**src/rtl/acs_pkg.sv**
```systemverilog
// acs_pkg: widths, register indexes, sensor kind codes and conversion constants
// shared by the averaging / conversion top level and its serial divider
// no dependencies
package acs_pkg;

   // field and datapath widths
   localparam int SAMPLE_W = 16;
   localparam int TIME_W   = 32;
   localparam int VALUE_W  = 31;
   localparam int SUM_W    = 32;
   localparam int CNT_W    = 11;
   localparam int NV_W     = 37;
   localparam int X_W      = 39;
   localparam int K_W      = 17;
   localparam int ACC_W    = 56;
   localparam int DVS_W    = 36;
   localparam int VAL_W    = 58;
   localparam int STEP_W   = 6;
   localparam int CSR_IDX_W  = 3;
   localparam int CSR_DATA_W = 20;

   localparam int MAX_SAMPLES_DEF = 32;

   // configuration register indexes
   localparam logic [CSR_IDX_W-1:0] CSR_SENSOR_KIND  = 3'd0;
   localparam logic [CSR_IDX_W-1:0] CSR_PERIOD       = 3'd1;
   localparam logic [CSR_IDX_W-1:0] CSR_LSB_NV       = 3'd2;
   localparam logic [CSR_IDX_W-1:0] CSR_ZERO_OFFSET  = 3'd3;
   localparam logic [CSR_IDX_W-1:0] CSR_USER_FACTOR  = 3'd4;
   localparam logic [CSR_IDX_W-1:0] CSR_USER_DIVIDER = 3'd5;
   localparam logic [CSR_IDX_W-1:0] CSR_FINAL_OFFSET = 3'd6;

   // sensor kind codes
   localparam logic [3:0] KIND_MOIST_A   = 4'd0;
   localparam logic [3:0] KIND_TEMP_A    = 4'd1;
   localparam logic [3:0] KIND_BOARD_PCT = 4'd2;
   localparam logic [3:0] KIND_MOIST_B   = 4'd3;
   localparam logic [3:0] KIND_TEMP_B    = 4'd4;
   localparam logic [3:0] KIND_PIECEWISE = 4'd5;
   localparam logic [3:0] KIND_THERM     = 4'd6;
   localparam logic [3:0] KIND_LEVEL_PCT = 4'd7;
   localparam logic [3:0] KIND_USER      = 4'd8;
   localparam logic [3:0] KIND_VOLTS     = 4'd9;

   // register reset values
   localparam logic [15:0] PERIOD_RST = 16'd60;
   localparam logic [19:0] LSB_RST    = 20'd187500;

   // divider step counts
   localparam logic [STEP_W-1:0] STEPS_SHORT = STEP_W'(SUM_W);
   localparam logic [STEP_W-1:0] STEPS_LONG  = STEP_W'(ACC_W);

   // voltage breakpoints of the piecewise law, in nanovolts
   localparam logic signed [NV_W-1:0] NV_1V10 = 37'sd1100000000;
   localparam logic signed [NV_W-1:0] NV_1V30 = 37'sd1300000000;
   localparam logic signed [NV_W-1:0] NV_1V82 = 37'sd1820000000;
   localparam logic signed [NV_W-1:0] NV_2V20 = 37'sd2200000000;

   // offsets subtracted from the voltage before scaling
   localparam logic signed [X_W-1:0] XOFF_0V5  = 39'sd500000000;
   localparam logic signed [X_W-1:0] XOFF_1V2  = 39'sd1200000000;
   localparam logic signed [X_W-1:0] XOFF_0V1  = 39'sd100000000;
   localparam logic signed [X_W-1:0] XOFF_0V7  = 39'sd700000000;
   localparam logic signed [X_W-1:0] MEGA_X    = 39'sd1000000;

   // numerator constants for the sloped laws
   localparam logic signed [ACC_W-1:0] NUM_PW_C  = -56'sd4750000000000;
   localparam logic signed [ACC_W-1:0] NUM_PW_D  = -56'sd789000000000;
   localparam logic signed [ACC_W-1:0] NUM_PW_E  = -56'sd875000000000;
   localparam logic signed [ACC_W-1:0] NUM_THERM = -56'sd4000000000000;

   // denominators
   localparam logic [DVS_W-1:0] DEN_3M   = 36'd3000000;
   localparam logic [DVS_W-1:0] DEN_10K  = 36'd10000;
   localparam logic [DVS_W-1:0] DEN_33K  = 36'd33000;
   localparam logic [DVS_W-1:0] DEN_30K  = 36'd30000;
   localparam logic [DVS_W-1:0] DEN_100K = 36'd100000;
   localparam logic [DVS_W-1:0] DEN_40K  = 36'd40000;
   localparam logic [DVS_W-1:0] DEN_1E8  = 36'd100000000;
   localparam logic [DVS_W-1:0] DEN_1E7  = 36'd10000000;
   localparam logic [DVS_W-1:0] DEN_1M   = 36'd1000000;

   // output clamps
   localparam logic signed [VAL_W-1:0] PCT_HI    = 58'sd100000;
   localparam logic signed [VAL_W-1:0] LIMIT_HI  = 58'sd1000000000;
   localparam logic signed [VAL_W-1:0] LIMIT_LO  = -58'sd1000000000;
   localparam logic signed [VAL_W-1:0] TEN       = 58'sd10;

   typedef struct packed {
      logic start;
      logic short_op;
   } acs_div_ctl_type;

   typedef struct packed {
      logic done;
   } acs_div_stat_type;

endpackage

```
**src/rtl/acs_sdiv.sv**
```systemverilog
// acs_sdiv: bit-serial restoring divider, one quotient bit per cycle
// short operations divide the low 32 dividend bits in 32 steps, long ones 56
// depends on acs_pkg
module acs_sdiv (
   input  logic                           clock,
   input  logic                           reset,
   input  acs_pkg::acs_div_ctl_type       ctl,
   input  logic [acs_pkg::ACC_W-1:0]      dividend,
   input  logic [acs_pkg::DVS_W-1:0]      divisor,
   output logic [acs_pkg::ACC_W-1:0]      quotient,
   output acs_pkg::acs_div_stat_type      stat
);
   import acs_pkg::*;

   logic [ACC_W-1:0]  work_ff, work_in;
   logic [DVS_W-1:0]  rem_ff, rem_in;
   logic [DVS_W-1:0]  dvs_ff, dvs_in;
   logic [STEP_W-1:0] steps_ff, steps_in;
   logic              busy_ff, busy_in;
   logic              done_ff, done_in;
   logic [DVS_W:0]    trial;
   logic [DVS_W:0]    diff;
   logic              fits;

   assign trial = {rem_ff, work_ff[ACC_W-1]};
   assign diff  = trial - {1'b0, dvs_ff};
   assign fits  = trial >= {1'b0, dvs_ff};

   always_comb begin
      work_in  = work_ff;
      rem_in   = rem_ff;
      dvs_in   = dvs_ff;
      steps_in = steps_ff;
      busy_in  = busy_ff;
      done_in  = 1'b0;
      if (ctl.start) begin
         busy_in = 1'b1;
         rem_in  = '0;
         dvs_in  = divisor;
         if (ctl.short_op) begin
            work_in  = {dividend[SUM_W-1:0], {(ACC_W-SUM_W){1'b0}}};
            steps_in = STEPS_SHORT;
         end else begin
            work_in  = dividend;
            steps_in = STEPS_LONG;
         end
      end else if (busy_ff) begin
         rem_in   = fits ? diff[DVS_W-1:0] : trial[DVS_W-1:0];
         work_in  = {work_ff[ACC_W-2:0], fits};
         steps_in = steps_ff - 1'b1;
         if (steps_ff == STEP_W'(1)) begin
            busy_in = 1'b0;
            done_in = 1'b1;
         end
      end
   end

   always_ff @(posedge clock) begin
      if (reset) begin
         busy_ff  <= 1'b0;
         done_ff  <= 1'b0;
         steps_ff <= '0;
      end else begin
         busy_ff  <= busy_in;
         done_ff  <= done_in;
         steps_ff <= steps_in;
      end
      work_ff <= work_in;
      rem_ff  <= rem_in;
      dvs_ff  <= dvs_in;
   end

   assign quotient  = work_ff;
   assign stat.done = done_ff;

endmodule

```
**src/rtl/adc_average_and_sensor_convert.sv**
```systemverilog
// adc_average_and_sensor_convert: converter sample averaging and sensor law scaling
// an item that leaves the period open is taken and the input stays ready; a closing item
// holds off the input until its result is registered, after a 32-step serial average
// divide, a shift-add multiply of 1 to 16 steps and a 56-step serial rounding divide
// on the shared acs_sdiv, and longer while the previous result still waits
// synchronous active-high reset restores register defaults and clears sum, count,
// period start and result history; no clearing pass, ready right after reset
module adc_average_and_sensor_convert #(
   parameter int MAX_SAMPLES = acs_pkg::MAX_SAMPLES_DEF
) (
   input  logic                                  clock,
   input  logic                                  reset,
   // input item channel
   input  logic                                  req_valid,
   output logic                                  req_ready,
   input  logic signed [acs_pkg::SAMPLE_W-1:0]   req_sample,
   input  logic        [acs_pkg::TIME_W-1:0]     req_now,
   // result channel
   output logic                                  rsp_valid,
   input  logic                                  rsp_ready,
   output logic signed [acs_pkg::SAMPLE_W-1:0]   rsp_average_raw,
   output logic signed [acs_pkg::VALUE_W-1:0]    rsp_value_milli,
   // configuration write channel
   input  logic                                  csr_valid,
   output logic                                  csr_ready,
   input  logic        [acs_pkg::CSR_IDX_W-1:0]  csr_index,
   input  logic        [acs_pkg::CSR_DATA_W-1:0] csr_data
);
   import acs_pkg::*;

   // one-hot sequencer
   typedef enum logic [9:0] {
      ST_IDLE     = 10'b0000000001,
      ST_AVG_GO   = 10'b0000000010,
      ST_AVG_WAIT = 10'b0000000100,
      ST_NV       = 10'b0000001000,
      ST_PREP     = 10'b0000010000,
      ST_MUL      = 10'b0000100000,
      ST_ABS      = 10'b0001000000,
      ST_RND      = 10'b0010000000,
      ST_DIV_WAIT = 10'b0100000000,
      ST_FIN      = 10'b1000000000
   } state_type;

   state_type state_ff, state_in;

   // configuration registers
   logic [3:0]         kind_ff, kind_in;
   logic [15:0]        period_ff, period_in;
   logic [19:0]        lsb_ff, lsb_in;
   logic signed [15:0] zoff_ff, zoff_in;
   logic signed [15:0] ufac_ff, ufac_in;
   logic signed [15:0] udiv_ff, udiv_in;
   logic signed [15:0] foff_ff, foff_in;

   // averaging state
   logic signed [SUM_W-1:0] sum_ff, sum_in;
   logic [CNT_W-1:0]        cnt_ff, cnt_in;
   logic [TIME_W-1:0]       pb_ff, pb_in;
   logic                    has_ff, has_in;

   // conversion datapath
   logic signed [SAMPLE_W-1:0] avg_ff, avg_in;
   logic signed [NV_W-1:0]     nv_ff, nv_in;
   logic signed [ACC_W-1:0]    acc_ff, acc_in;
   logic signed [ACC_W-1:0]    mx_ff, mx_in;
   logic [K_W-1:0]             mk_ff, mk_in;
   logic                       msub_ff, msub_in;
   logic [DVS_W-1:0]           dd_ff, dd_in;
   logic                       neg_ff, neg_in;
   logic signed [VAL_W-1:0]    val_ff, val_in;

   // output register
   logic                       rsp_valid_ff, rsp_valid_in;
   logic signed [SAMPLE_W-1:0] rsp_avg_ff, rsp_avg_in;
   logic signed [VALUE_W-1:0]  rsp_val_ff, rsp_val_in;

   // accept-side helpers
   logic signed [SUM_W-1:0] sum_add;
   logic [TIME_W-1:0]       pb_new;
   logic [CNT_W-1:0]        cnt_inc;
   logic [CNT_W-1:0]        cnt_new;
   logic                    stay_open;
   logic [SUM_W-1:0]        sum_mag;

   // average result helpers
   logic [SUM_W-1:0]        q_avg;
   logic signed [SAMPLE_W-1:0] avg_clip;

   // law selection
   logic signed [X_W-1:0]   x_sel;
   logic [K_W-1:0]          k_sel;
   logic signed [ACC_W-1:0] c_sel;
   logic [DVS_W-1:0]        d_sel;
   logic                    sub_sel;

   // user law pieces
   logic signed [15:0]      f_nz, d_nz;
   logic signed [K_W-1:0]   f_ext, d_ext;
   logic [K_W-1:0]          f_mag, d_mag;
   logic signed [X_W-1:0]   w_user;

   // final stage
   logic signed [VAL_W-1:0] fin_sum;
   logic signed [VAL_W-1:0] fin_clip;

   // divider hookup
   acs_div_ctl_type         div_ctl;
   acs_div_stat_type        div_stat;
   logic [ACC_W-1:0]        div_dividend;
   logic [DVS_W-1:0]        div_divisor;
   logic [ACC_W-1:0]        div_quo;

   acs_sdiv u_sdiv (
      .clock    (clock),
      .reset    (reset),
      .ctl      (div_ctl),
      .dividend (div_dividend),
      .divisor  (div_divisor),
      .quotient (div_quo),
      .stat     (div_stat)
   );

   assign req_ready = (state_ff == ST_IDLE);
   assign csr_ready = 1'b1;

   // running sum and period bookkeeping for the incoming sample
   assign sum_add = sum_ff + SUM_W'(req_sample);
   assign pb_new  = (pb_ff == '0) ? (has_ff ? req_now : '0) : pb_ff;
   assign cnt_inc = cnt_ff + 1'b1;
   always_comb begin
      if (pb_new != '0) begin
         cnt_new = cnt_inc;
      end else if (pb_ff == '0 && !has_ff) begin
         cnt_new = CNT_W'(1);
      end else begin
         cnt_new = cnt_ff;
      end
   end
   // period end compared one bit wider so it never wraps
   assign stay_open = (pb_new != '0) && (cnt_inc < CNT_W'(MAX_SAMPLES)) &&
                      ({1'b0, req_now} < ({1'b0, pb_new} + {17'b0, period_ff}));

   assign sum_mag = SUM_W'(sum_ff[SUM_W-1] ? -sum_ff : sum_ff);

   // truncated average with 16-bit saturation
   assign q_avg = div_quo[SUM_W-1:0];
   always_comb begin
      if (neg_ff) begin
         avg_clip = (q_avg > SUM_W'(32768)) ? -16'sd32768 : SAMPLE_W'(-$signed(q_avg));
      end else begin
         avg_clip = (q_avg > SUM_W'(32767)) ? 16'sd32767 : SAMPLE_W'(q_avg);
      end
   end

   // user law: zero factor or divider means one, divider sign moves to the factor
   assign f_nz   = (ufac_ff == '0) ? 16'sd1 : ufac_ff;
   assign d_nz   = (udiv_ff == '0) ? 16'sd1 : udiv_ff;
   assign f_ext  = K_W'(f_nz);
   assign d_ext  = K_W'(d_nz);
   assign f_mag  = f_ext[K_W-1] ? K_W'(-f_ext) : K_W'(f_ext);
   assign d_mag  = d_ext[K_W-1] ? K_W'(-d_ext) : K_W'(d_ext);
   assign w_user = X_W'(nv_ff) - X_W'(zoff_ff) * MEGA_X;

   // value = round((k * x + c) / d) for the selected law
   always_comb begin
      x_sel   = X_W'(nv_ff);
      k_sel   = K_W'(1);
      c_sel   = '0;
      d_sel   = DEN_1M;
      sub_sel = 1'b0;
      case (kind_ff)
         KIND_MOIST_A: begin
            k_sel = K_W'(50);
            d_sel = DEN_3M;
         end
         KIND_TEMP_A: begin
            x_sel = X_W'(nv_ff) - XOFF_0V5;
            d_sel = DEN_10K;
         end
         KIND_BOARD_PCT: begin
            d_sel = DEN_33K;
         end
         KIND_MOIST_B, KIND_LEVEL_PCT: begin
            d_sel = DEN_30K;
         end
         KIND_TEMP_B: begin
            x_sel = X_W'(nv_ff) - XOFF_1V2;
            d_sel = DEN_30K;
         end
         KIND_PIECEWISE: begin
            if (nv_ff <= NV_1V10) begin
               x_sel = X_W'(nv_ff) - XOFF_0V1;
               d_sel = DEN_100K;
            end else if (nv_ff < NV_1V30) begin
               x_sel = X_W'(nv_ff) - XOFF_0V7;
               d_sel = DEN_40K;
            end else if (nv_ff < NV_1V82) begin
               k_sel = K_W'(4808);
               c_sel = NUM_PW_C;
               d_sel = DEN_1E8;
            end else if (nv_ff < NV_2V20) begin
               k_sel = K_W'(2632);
               c_sel = NUM_PW_D;
               d_sel = DEN_1E8;
            end else begin
               k_sel = K_W'(625);
               c_sel = NUM_PW_E;
               d_sel = DEN_1E7;
            end
         end
         KIND_THERM: begin
            k_sel = K_W'(4167);
            c_sel = NUM_THERM;
            d_sel = DEN_1E8;
         end
         KIND_USER: begin
            x_sel   = w_user;
            k_sel   = f_mag;
            sub_sel = f_ext[K_W-1] ^ d_ext[K_W-1];
            d_sel   = DVS_W'(d_mag) * DEN_1M;
         end
         default: begin
            // plain volts, also for undefined kinds
            d_sel = DEN_1M;
         end
      endcase
   end

   // user offset, percent clamps, then overall saturation
   assign fin_sum = val_ff + ((kind_ff == KIND_USER) ? VAL_W'(foff_ff) * TEN : '0);
   always_comb begin
      fin_clip = fin_sum;
      if (kind_ff inside {KIND_BOARD_PCT, KIND_LEVEL_PCT}) begin
         if (fin_sum < 0) begin
            fin_clip = '0;
         end else if (fin_sum > PCT_HI) begin
            fin_clip = PCT_HI;
         end
      end
      if (fin_clip > LIMIT_HI) begin
         fin_clip = LIMIT_HI;
      end else if (fin_clip < LIMIT_LO) begin
         fin_clip = LIMIT_LO;
      end
   end

   // divider operand selection
   always_comb begin
      div_ctl.start    = 1'b0;
      div_ctl.short_op = 1'b0;
      div_dividend     = $unsigned(acc_ff) + ACC_W'(dd_ff[DVS_W-1:1]);
      div_divisor      = dd_ff;
      if (state_ff == ST_AVG_GO) begin
         div_ctl.start    = 1'b1;
         div_ctl.short_op = 1'b1;
         div_dividend     = ACC_W'(sum_mag);
         div_divisor      = (cnt_ff == '0) ? DVS_W'(1) : DVS_W'(cnt_ff);
      end else if (state_ff == ST_RND) begin
         div_ctl.start = 1'b1;
      end
   end

   // sequencer and datapath next state
   always_comb begin
      state_in     = state_ff;
      sum_in       = sum_ff;
      cnt_in       = cnt_ff;
      pb_in        = pb_ff;
      has_in       = has_ff;
      avg_in       = avg_ff;
      nv_in        = nv_ff;
      acc_in       = acc_ff;
      mx_in        = mx_ff;
      mk_in        = mk_ff;
      msub_in      = msub_ff;
      dd_in        = dd_ff;
      neg_in       = neg_ff;
      val_in       = val_ff;
      rsp_valid_in = rsp_valid_ff & ~rsp_ready;
      rsp_avg_in   = rsp_avg_ff;
      rsp_val_in   = rsp_val_ff;

      kind_in   = kind_ff;
      period_in = period_ff;
      lsb_in    = lsb_ff;
      zoff_in   = zoff_ff;
      ufac_in   = ufac_ff;
      udiv_in   = udiv_ff;
      foff_in   = foff_ff;
      if (csr_valid) begin
         case (csr_index)
            CSR_SENSOR_KIND:  kind_in   = csr_data[3:0];
            CSR_PERIOD:       period_in = csr_data[15:0];
            CSR_LSB_NV:       lsb_in    = csr_data[19:0];
            CSR_ZERO_OFFSET:  zoff_in   = csr_data[15:0];
            CSR_USER_FACTOR:  ufac_in   = csr_data[15:0];
            CSR_USER_DIVIDER: udiv_in   = csr_data[15:0];
            CSR_FINAL_OFFSET: foff_in   = csr_data[15:0];
            default: begin
               // index beyond the register list is dropped
            end
         endcase
      end

      case (state_ff)
         ST_IDLE: begin
            if (req_valid) begin
               sum_in = sum_add;
               cnt_in = cnt_new;
               if (stay_open) begin
                  pb_in = pb_new;
               end else begin
                  // period closes: next one starts unopened
                  pb_in    = '0;
                  has_in   = 1'b1;
                  state_in = ST_AVG_GO;
               end
            end
         end
         ST_AVG_GO: begin
            neg_in   = sum_ff[SUM_W-1];
            state_in = ST_AVG_WAIT;
         end
         ST_AVG_WAIT: begin
            if (div_stat.done) begin
               avg_in   = avg_clip;
               // average seeds the next period as one sample
               sum_in   = SUM_W'(avg_clip);
               cnt_in   = CNT_W'(1);
               state_in = ST_NV;
            end
         end
         ST_NV: begin
            nv_in    = NV_W'(avg_ff) * NV_W'($signed({1'b0, lsb_ff}));
            state_in = ST_PREP;
         end
         ST_PREP: begin
            acc_in   = c_sel;
            mx_in    = ACC_W'(x_sel);
            mk_in    = k_sel;
            msub_in  = sub_sel;
            dd_in    = d_sel;
            state_in = ST_MUL;
         end
         ST_MUL: begin
            // one multiplier bit per cycle
            if (mk_ff == '0) begin
               state_in = ST_ABS;
            end else begin
               if (mk_ff[0]) begin
                  acc_in = msub_ff ? (acc_ff - mx_ff) : (acc_ff + mx_ff);
               end
               mx_in = mx_ff <<< 1;
               mk_in = mk_ff >> 1;
            end
         end
         ST_ABS: begin
            neg_in   = acc_ff[ACC_W-1];
            acc_in   = acc_ff[ACC_W-1] ? -acc_ff : acc_ff;
            state_in = ST_RND;
         end
         ST_RND: begin
            // divider starts on |num| + den/2, rounding halves away from zero
            state_in = ST_DIV_WAIT;
         end
         ST_DIV_WAIT: begin
            if (div_stat.done) begin
               val_in   = neg_ff ? -$signed({2'b0, div_quo}) : $signed({2'b0, div_quo});
               state_in = ST_FIN;
            end
         end
         ST_FIN: begin
            // wait for the output register to free up
            if (!rsp_valid_ff || rsp_ready) begin
               rsp_valid_in = 1'b1;
               rsp_avg_in   = avg_ff;
               rsp_val_in   = fin_clip[VALUE_W-1:0];
               state_in     = ST_IDLE;
            end
         end
         default: begin
            state_in = ST_IDLE;
         end
      endcase
   end

   always_ff @(posedge clock) begin
      if (reset) begin
         state_ff     <= ST_IDLE;
         sum_ff       <= '0;
         cnt_ff       <= '0;
         pb_ff        <= '0;
         has_ff       <= 1'b0;
         rsp_valid_ff <= 1'b0;
         kind_ff      <= KIND_MOIST_A;
         period_ff    <= PERIOD_RST;
         lsb_ff       <= LSB_RST;
         zoff_ff      <= '0;
         ufac_ff      <= '0;
         udiv_ff      <= '0;
         foff_ff      <= '0;
      end else begin
         state_ff     <= state_in;
         sum_ff       <= sum_in;
         cnt_ff       <= cnt_in;
         pb_ff        <= pb_in;
         has_ff       <= has_in;
         rsp_valid_ff <= rsp_valid_in;
         kind_ff      <= kind_in;
         period_ff    <= period_in;
         lsb_ff       <= lsb_in;
         zoff_ff      <= zoff_in;
         ufac_ff      <= ufac_in;
         udiv_ff      <= udiv_in;
         foff_ff      <= foff_in;
      end
      avg_ff     <= avg_in;
      nv_ff      <= nv_in;
      acc_ff     <= acc_in;
      mx_ff      <= mx_in;
      mk_ff      <= mk_in;
      msub_ff    <= msub_in;
      dd_ff      <= dd_in;
      neg_ff     <= neg_in;
      val_ff     <= val_in;
      rsp_avg_ff <= rsp_avg_in;
      rsp_val_ff <= rsp_val_in;
   end

   assign rsp_valid       = rsp_valid_ff;
   assign rsp_average_raw = rsp_avg_ff;
   assign rsp_value_milli = rsp_val_ff;

endmodule
```
**config.mk**
```make
export PLATFORM = sky130hd
export DESIGN_NAME = adc_average_and_sensor_convert
export DESIGN_NICKNAME = d
export VERILOG_FILES = /design/src/rtl/acs_pkg.sv /design/src/rtl/acs_sdiv.sv /design/src/rtl/adc_average_and_sensor_convert.sv
export SDC_FILE = /design/constraint.sdc
export NUM_CORES = 2
export LEC_CHECK = 0
export CAP_MARGIN = 0
export CORE_AREA = 2 2 325 327
export DETAILED_ROUTE_END_ITERATION = 7
export DIE_AREA = 0 0 327 329
export DONT_BUFFER_PORTS = 1
export MAX_ROUTING_LAYER = met4
export PLACE_DENSITY = 0.88
export SLEW_MARGIN = 25
export SYNTH_ARGS = -nofsm -noshare
export SYNTH_HDL_FRONTEND = slang
export SYNTH_SLANG_ARGS = --single-unit
```
**constraint.sdc**
```tcl
create_clock -name clock -period 8.5 [get_ports clock]
set_clock_uncertainty 0.1 [all_clocks]
set_input_delay 1.7 -clock clock [delete_from_list [all_inputs] [get_ports clock]]
set_output_delay 1.7 -clock clock [all_outputs]
set_load 0.02 [all_outputs]
```
==> run_summary.xml <==
<?xml version="1.0" encoding="UTF-8"?>
<metrics>
  <group name="worst_setup_path">
    <metric name="worstPathMaxFanout" unit="">11</metric>
    <metric name="critical_path.startpoint_type" unit="">flip-flop</metric>
    <metric name="timing.critical_path.slowest_stage_cell" unit="">sky130_fd_sc_hd__a2111oi_1</metric>
    <metric name="critPathCaptureType" unit="">flip-flop</metric>
    <metric name="crit_path_frequent_cell" unit="">sky130_fd_sc_hd__a21oi_1</metric>
    <metric name="max_stage_delay" unit="ns">0.44</metric>
    <metric name="r2r.worst_path.cells" unit="">35</metric>
    <metric name="cp.required" unit="ns">8.83</metric>
    <metric name="critPathKind" unit="">reg -&gt; reg</metric>
    <metric name="arrival" unit="ns">8.45</metric>
  </group>
  <group name="min_path">
    <metric name="hold_path.class" unit="">reg -&gt; reg</metric>
    <metric name="min_delay_path_depth" unit="">2</metric>
  </group>
  <group name="cts">
    <metric name="numCtsBuffers" unit="">77</metric>
    <metric name="clk_latency" unit="ns">0.69</metric>
    <metric name="clockBufferDepth" unit="">3</metric>
    <metric name="cts_sinks" unit="">649</metric>
    <metric name="reg_clk_slew_reported_paths" unit="ns">0.06</metric>
    <metric name="clk_root_buffer_cell" unit="">sky130_fd_sc_hd__clkbuf_16</metric>
    <metric name="cts_tree" unit="">built</metric>
    <metric name="cts.htree.levels" unit="">3</metric>
  </group>
  <group name="route">
    <metric name="detail_route.vias_per_cell" unit="">6.47</metric>
    <metric name="postRouteWirelength" unit="mm">211</metric>
    <metric name="drtIter0Drc" unit="">6720</metric>
    <metric name="drc_errors" unit="">4</metric>
    <metric name="drtAntennaViolNets" unit="">0</metric>
    <metric name="post_drt_wl_per_cell" unit="um">23.0</metric>
    <metric name="routed-via-count" unit="">59400</metric>
    <metric name="dr.pass1.iters" unit="">8</metric>
  </group>
  <group name="sta">
    <metric name="timing.slew.headroom" unit="">0.173</metric>
    <metric name="final.setup.worst_slack" unit="ns">0.383</metric>
    <metric name="final_hold_vios" unit="">0</metric>
    <metric name="tightestPinTransition" unit="ns">1.24</metric>
    <metric name="timing.final.crit_share" unit="">0.955</metric>
    <metric name="tns" unit="ns">0</metric>
    <metric name="achievable-frequency" unit="GHz">0.123</metric>
    <metric name="drv_slew" unit="">0</metric>
    <metric name="finalSetupViolCount" unit="">0</metric>
    <metric name="period_needed" unit="ns">8.12</metric>
    <metric name="timing.hold.ws" unit="ns">0.356</metric>
  </group>
  <group name="placement">
    <metric name="placed_area" unit="um2">68700</metric>
    <metric name="pre_cts_ws" unit="ns">0.318</metric>
    <metric name="place_congestion" unit="">1.04</metric>
    <metric name="place.detailed.instances" unit="">9012</metric>
    <metric name="detailed_placement_wirelength_estimate" unit="mm">163</metric>
    <metric name="numPortBuffers" unit="">0</metric>
  </group>
  <group name="global_route">
    <metric name="first_global_vias" unit="">57200</metric>
    <metric name="grt_pass1_wl" unit="mm">324</metric>
    <metric name="global_route.overflow_total" unit="">0</metric>
    <metric name="maximum_number_of_pins_on_one_net_before_global_route_repair" unit="">154</metric>
    <metric name="grt_usage" unit="">0.398</metric>
    <metric name="antenna_violations_before_repair" unit="">15</metric>
  </group>
  <group name="final_layout">
    <metric name="drive_above_1_share" unit="">0.0468</metric>
    <metric name="nets" unit="">8873</metric>
    <metric name="final_core_util" unit="">0.687</metric>
    <metric name="n_fill_cell" unit="">8030</metric>
    <metric name="area_overhead_vs_synth" unit="%">6.53</metric>
    <metric name="final-instance-count-excl-fill" unit="">9177</metric>
    <metric name="fin_area" unit="um2">71700</metric>
  </group>
  <group name="floorplanning">
    <metric name="initial_utilization" unit="">0.645</metric>
    <metric name="die_w" unit="um">327</metric>
    <metric name="die_ar" unit="um2">108000</metric>
    <metric name="floorplan.core_area" unit="um2">104000</metric>
    <metric name="pin_count" unit="">126</metric>
    <metric name="chipHeight" unit="um">329</metric>
    <metric name="rows" unit="">119</metric>
  </group>
  <group name="synth">
    <metric name="async_reset_ff_frac" unit="">0</metric>
    <metric name="ys_dominant_reg_cell" unit="">sky130_fd_sc_hd__edfxtp_1</metric>
    <metric name="synth_area" unit="um2">67300</metric>
    <metric name="synth.most_common_cell" unit="">sky130_fd_sc_hd__nand2_1</metric>
    <metric name="number_of_enable_flip_flop_cells_after_synthesis" unit="">414</metric>
    <metric name="synth_seq_area_share" unit="">0.254</metric>
    <metric name="post_synth_inst_count" unit="">7848</metric>
    <metric name="synth.avg_cell_area" unit="um2">8.58</metric>
    <metric name="synth_top_cell_by_area" unit="">sky130_fd_sc_hd__edfxtp_1</metric>
    <metric name="post_synth_main_area_contributors" unit="">sky130_fd_sc_hd__edfxtp_1 18%, sky130_fd_sc_hd__ha_1 13%, sky130_fd_sc_hd__fa_1 12%</metric>
    <metric name="post-synth-top-area-fraction" unit="">0.185</metric>
    <metric name="synth.cells.most_frequent" unit="">831 x sky130_fd_sc_hd__nand2_1, 708 x sky130_fd_sc_hd__inv_1, 702 x sky130_fd_sc_hd__ha_1, 670 x sky130_fd_sc_hd__a21oi_1, 554 x sky130_fd_sc_hd__nor2_1</metric>
    <metric name="ys_seq_elements" unit="">649</metric>
    <metric name="ys.warnings.count" unit="">0</metric>
    <metric name="number_of_distinct_library_cells_after_synthesis" unit="">99</metric>
  </group>
  <group name="status">
    <metric name="violations" unit="">DRC</metric>
    <metric name="outcome" unit="">finished, violations left</metric>
  </group>
  <group name="pwr">
    <metric name="p_per_area" unit="nW/um2">178</metric>
    <metric name="worst_ir_drop_vdd" unit="mV">0.202</metric>
    <metric name="static-leakage-power" unit="nW">31.6</metric>
    <metric name="fin_total_pwr" unit="mW">12.7</metric>
  </group>
  <group name="run">
    <metric name="max_capacitance_violation_count" unit="">0</metric>
  </group>
</metrics>
-- layout by cell type, fill, tap and decap left out, drive strengths merged, types with 221 or more instances in the layout --
master,count
edfxtp,414
nand2,831
nor2,555
xnor2,397
ha,702
inv,716
o21ai,421
dfxtp,235
a21oi,671
and2,221
fa,388
-- cells by family (layout without fill, tap and decap cells) --
family | after synthesis | count (layout) | synth area share
AND/OR/NAND/NOR | 2482 | 2482 | 0.177
AO/OA/AOI/OAI | 1960 | 1960 | 0.182
buffers and inverters | 1043 | 959 | 0.0586
flip-flops | 649 | 649 | 0.254
other | 2 | 24 | 0.000112
adder cells (fa/ha/maj) | 1090 | 1090 | 0.246
multiplexers | 44 | 44 | 0.00658
XOR/XNOR | 578 | 578 | 0.0752
-- cell type report --
cell class	instances	area [um2]	share of cell area
Timing Repair Buffer	105	828	0.0115
Clock buffer	92	2100	0.0292
Multi-Input combinational cell	6163	46600	0.649
Antenna cell	15	37.5	0.000523
Inverter	711	2670	0.0372
Sequential cell	649	17100	0.239
Clock inverter	51	663	0.00924
Tap cell	1391	1740	0.0243
-- power by group --
group,switching [mW],internal (mW),leakage [nW]
clock network,1.51,2.16,1.35
registers,0.298,3.69,5.79
logic,2.99,2.09,24.5
-- layer usage --
layer / GRT usage / wire length (um) / vias up
li1: - / - / 27300
met1: 0.486 / 81200 / 28400
met5: - / 0 / -
met3: 0.0901 / 21600 / 680
met4: 0.228 / 14600 / 0
met2: 0.609 / 93800 / 3051
-- registers in the layout, indices dropped and copies added, names as in the netlist, 11 cells and up --
| register | flops |
|---|---|
| val_ff | 58 |
| acc_ff | 56 |
| mx_ff | 56 |
| u_sdiv.quotient | 56 |
| nv_ff | 37 |
| u_sdiv.dvs_ff | 36 |
| u_sdiv.rem_ff | 36 |
| dd_ff | 33 |
| pb_ff | 32 |
| sum_ff | 32 |
| rsp_value_milli | 31 |
| lsb_ff | 20 |
| mk_ff | 17 |
| avg_ff | 16 |
| foff_ff | 16 |
| period_ff | 16 |
| rsp_average_raw | 16 |
| udiv_ff | 16 |
| ufac_ff | 16 |
| zoff_ff | 16 |
| cnt_ff | 11 |
-- final timing paths --
path	startpoint	to	slack, ns
hold / removal	zoff_ff[15]$_SDFFE_PP0P_	zoff_ff[15]$_SDFFE_PP0P_	0.36
setup reg to reg	foff_ff[2]$_SDFFE_PP0P_	rsp_value_milli[27]$_SDFFCE_PN1P_	0.38
setup / recovery	foff_ff[2]$_SDFFE_PP0P_	rsp_value_milli[27]$_SDFFCE_PN1P_	0.38
hold reg to reg	zoff_ff[15]$_SDFFE_PP0P_	zoff_ff[15]$_SDFFE_PP0P_	0.36
-- worst max-delay path, delay by kind of cell (launching register included) --
kind	cells	cell delay, ns
compound gates	19	4.03
flops	1	0.33
buf+inv	3	0.66
fa+ha+maj	4	1.21
simple gates	9	1.53
-- repair_timing --
| item | CTS | global route |
|---|---|---|
| hold buffers | 0 | 0 |
| endpoints found under the setup margin | 0 | 35 |
| setup buffers | 0 | 7 |
| gates resized for setup | 0 | 31 |
Power figures use the tool's default switching activity.
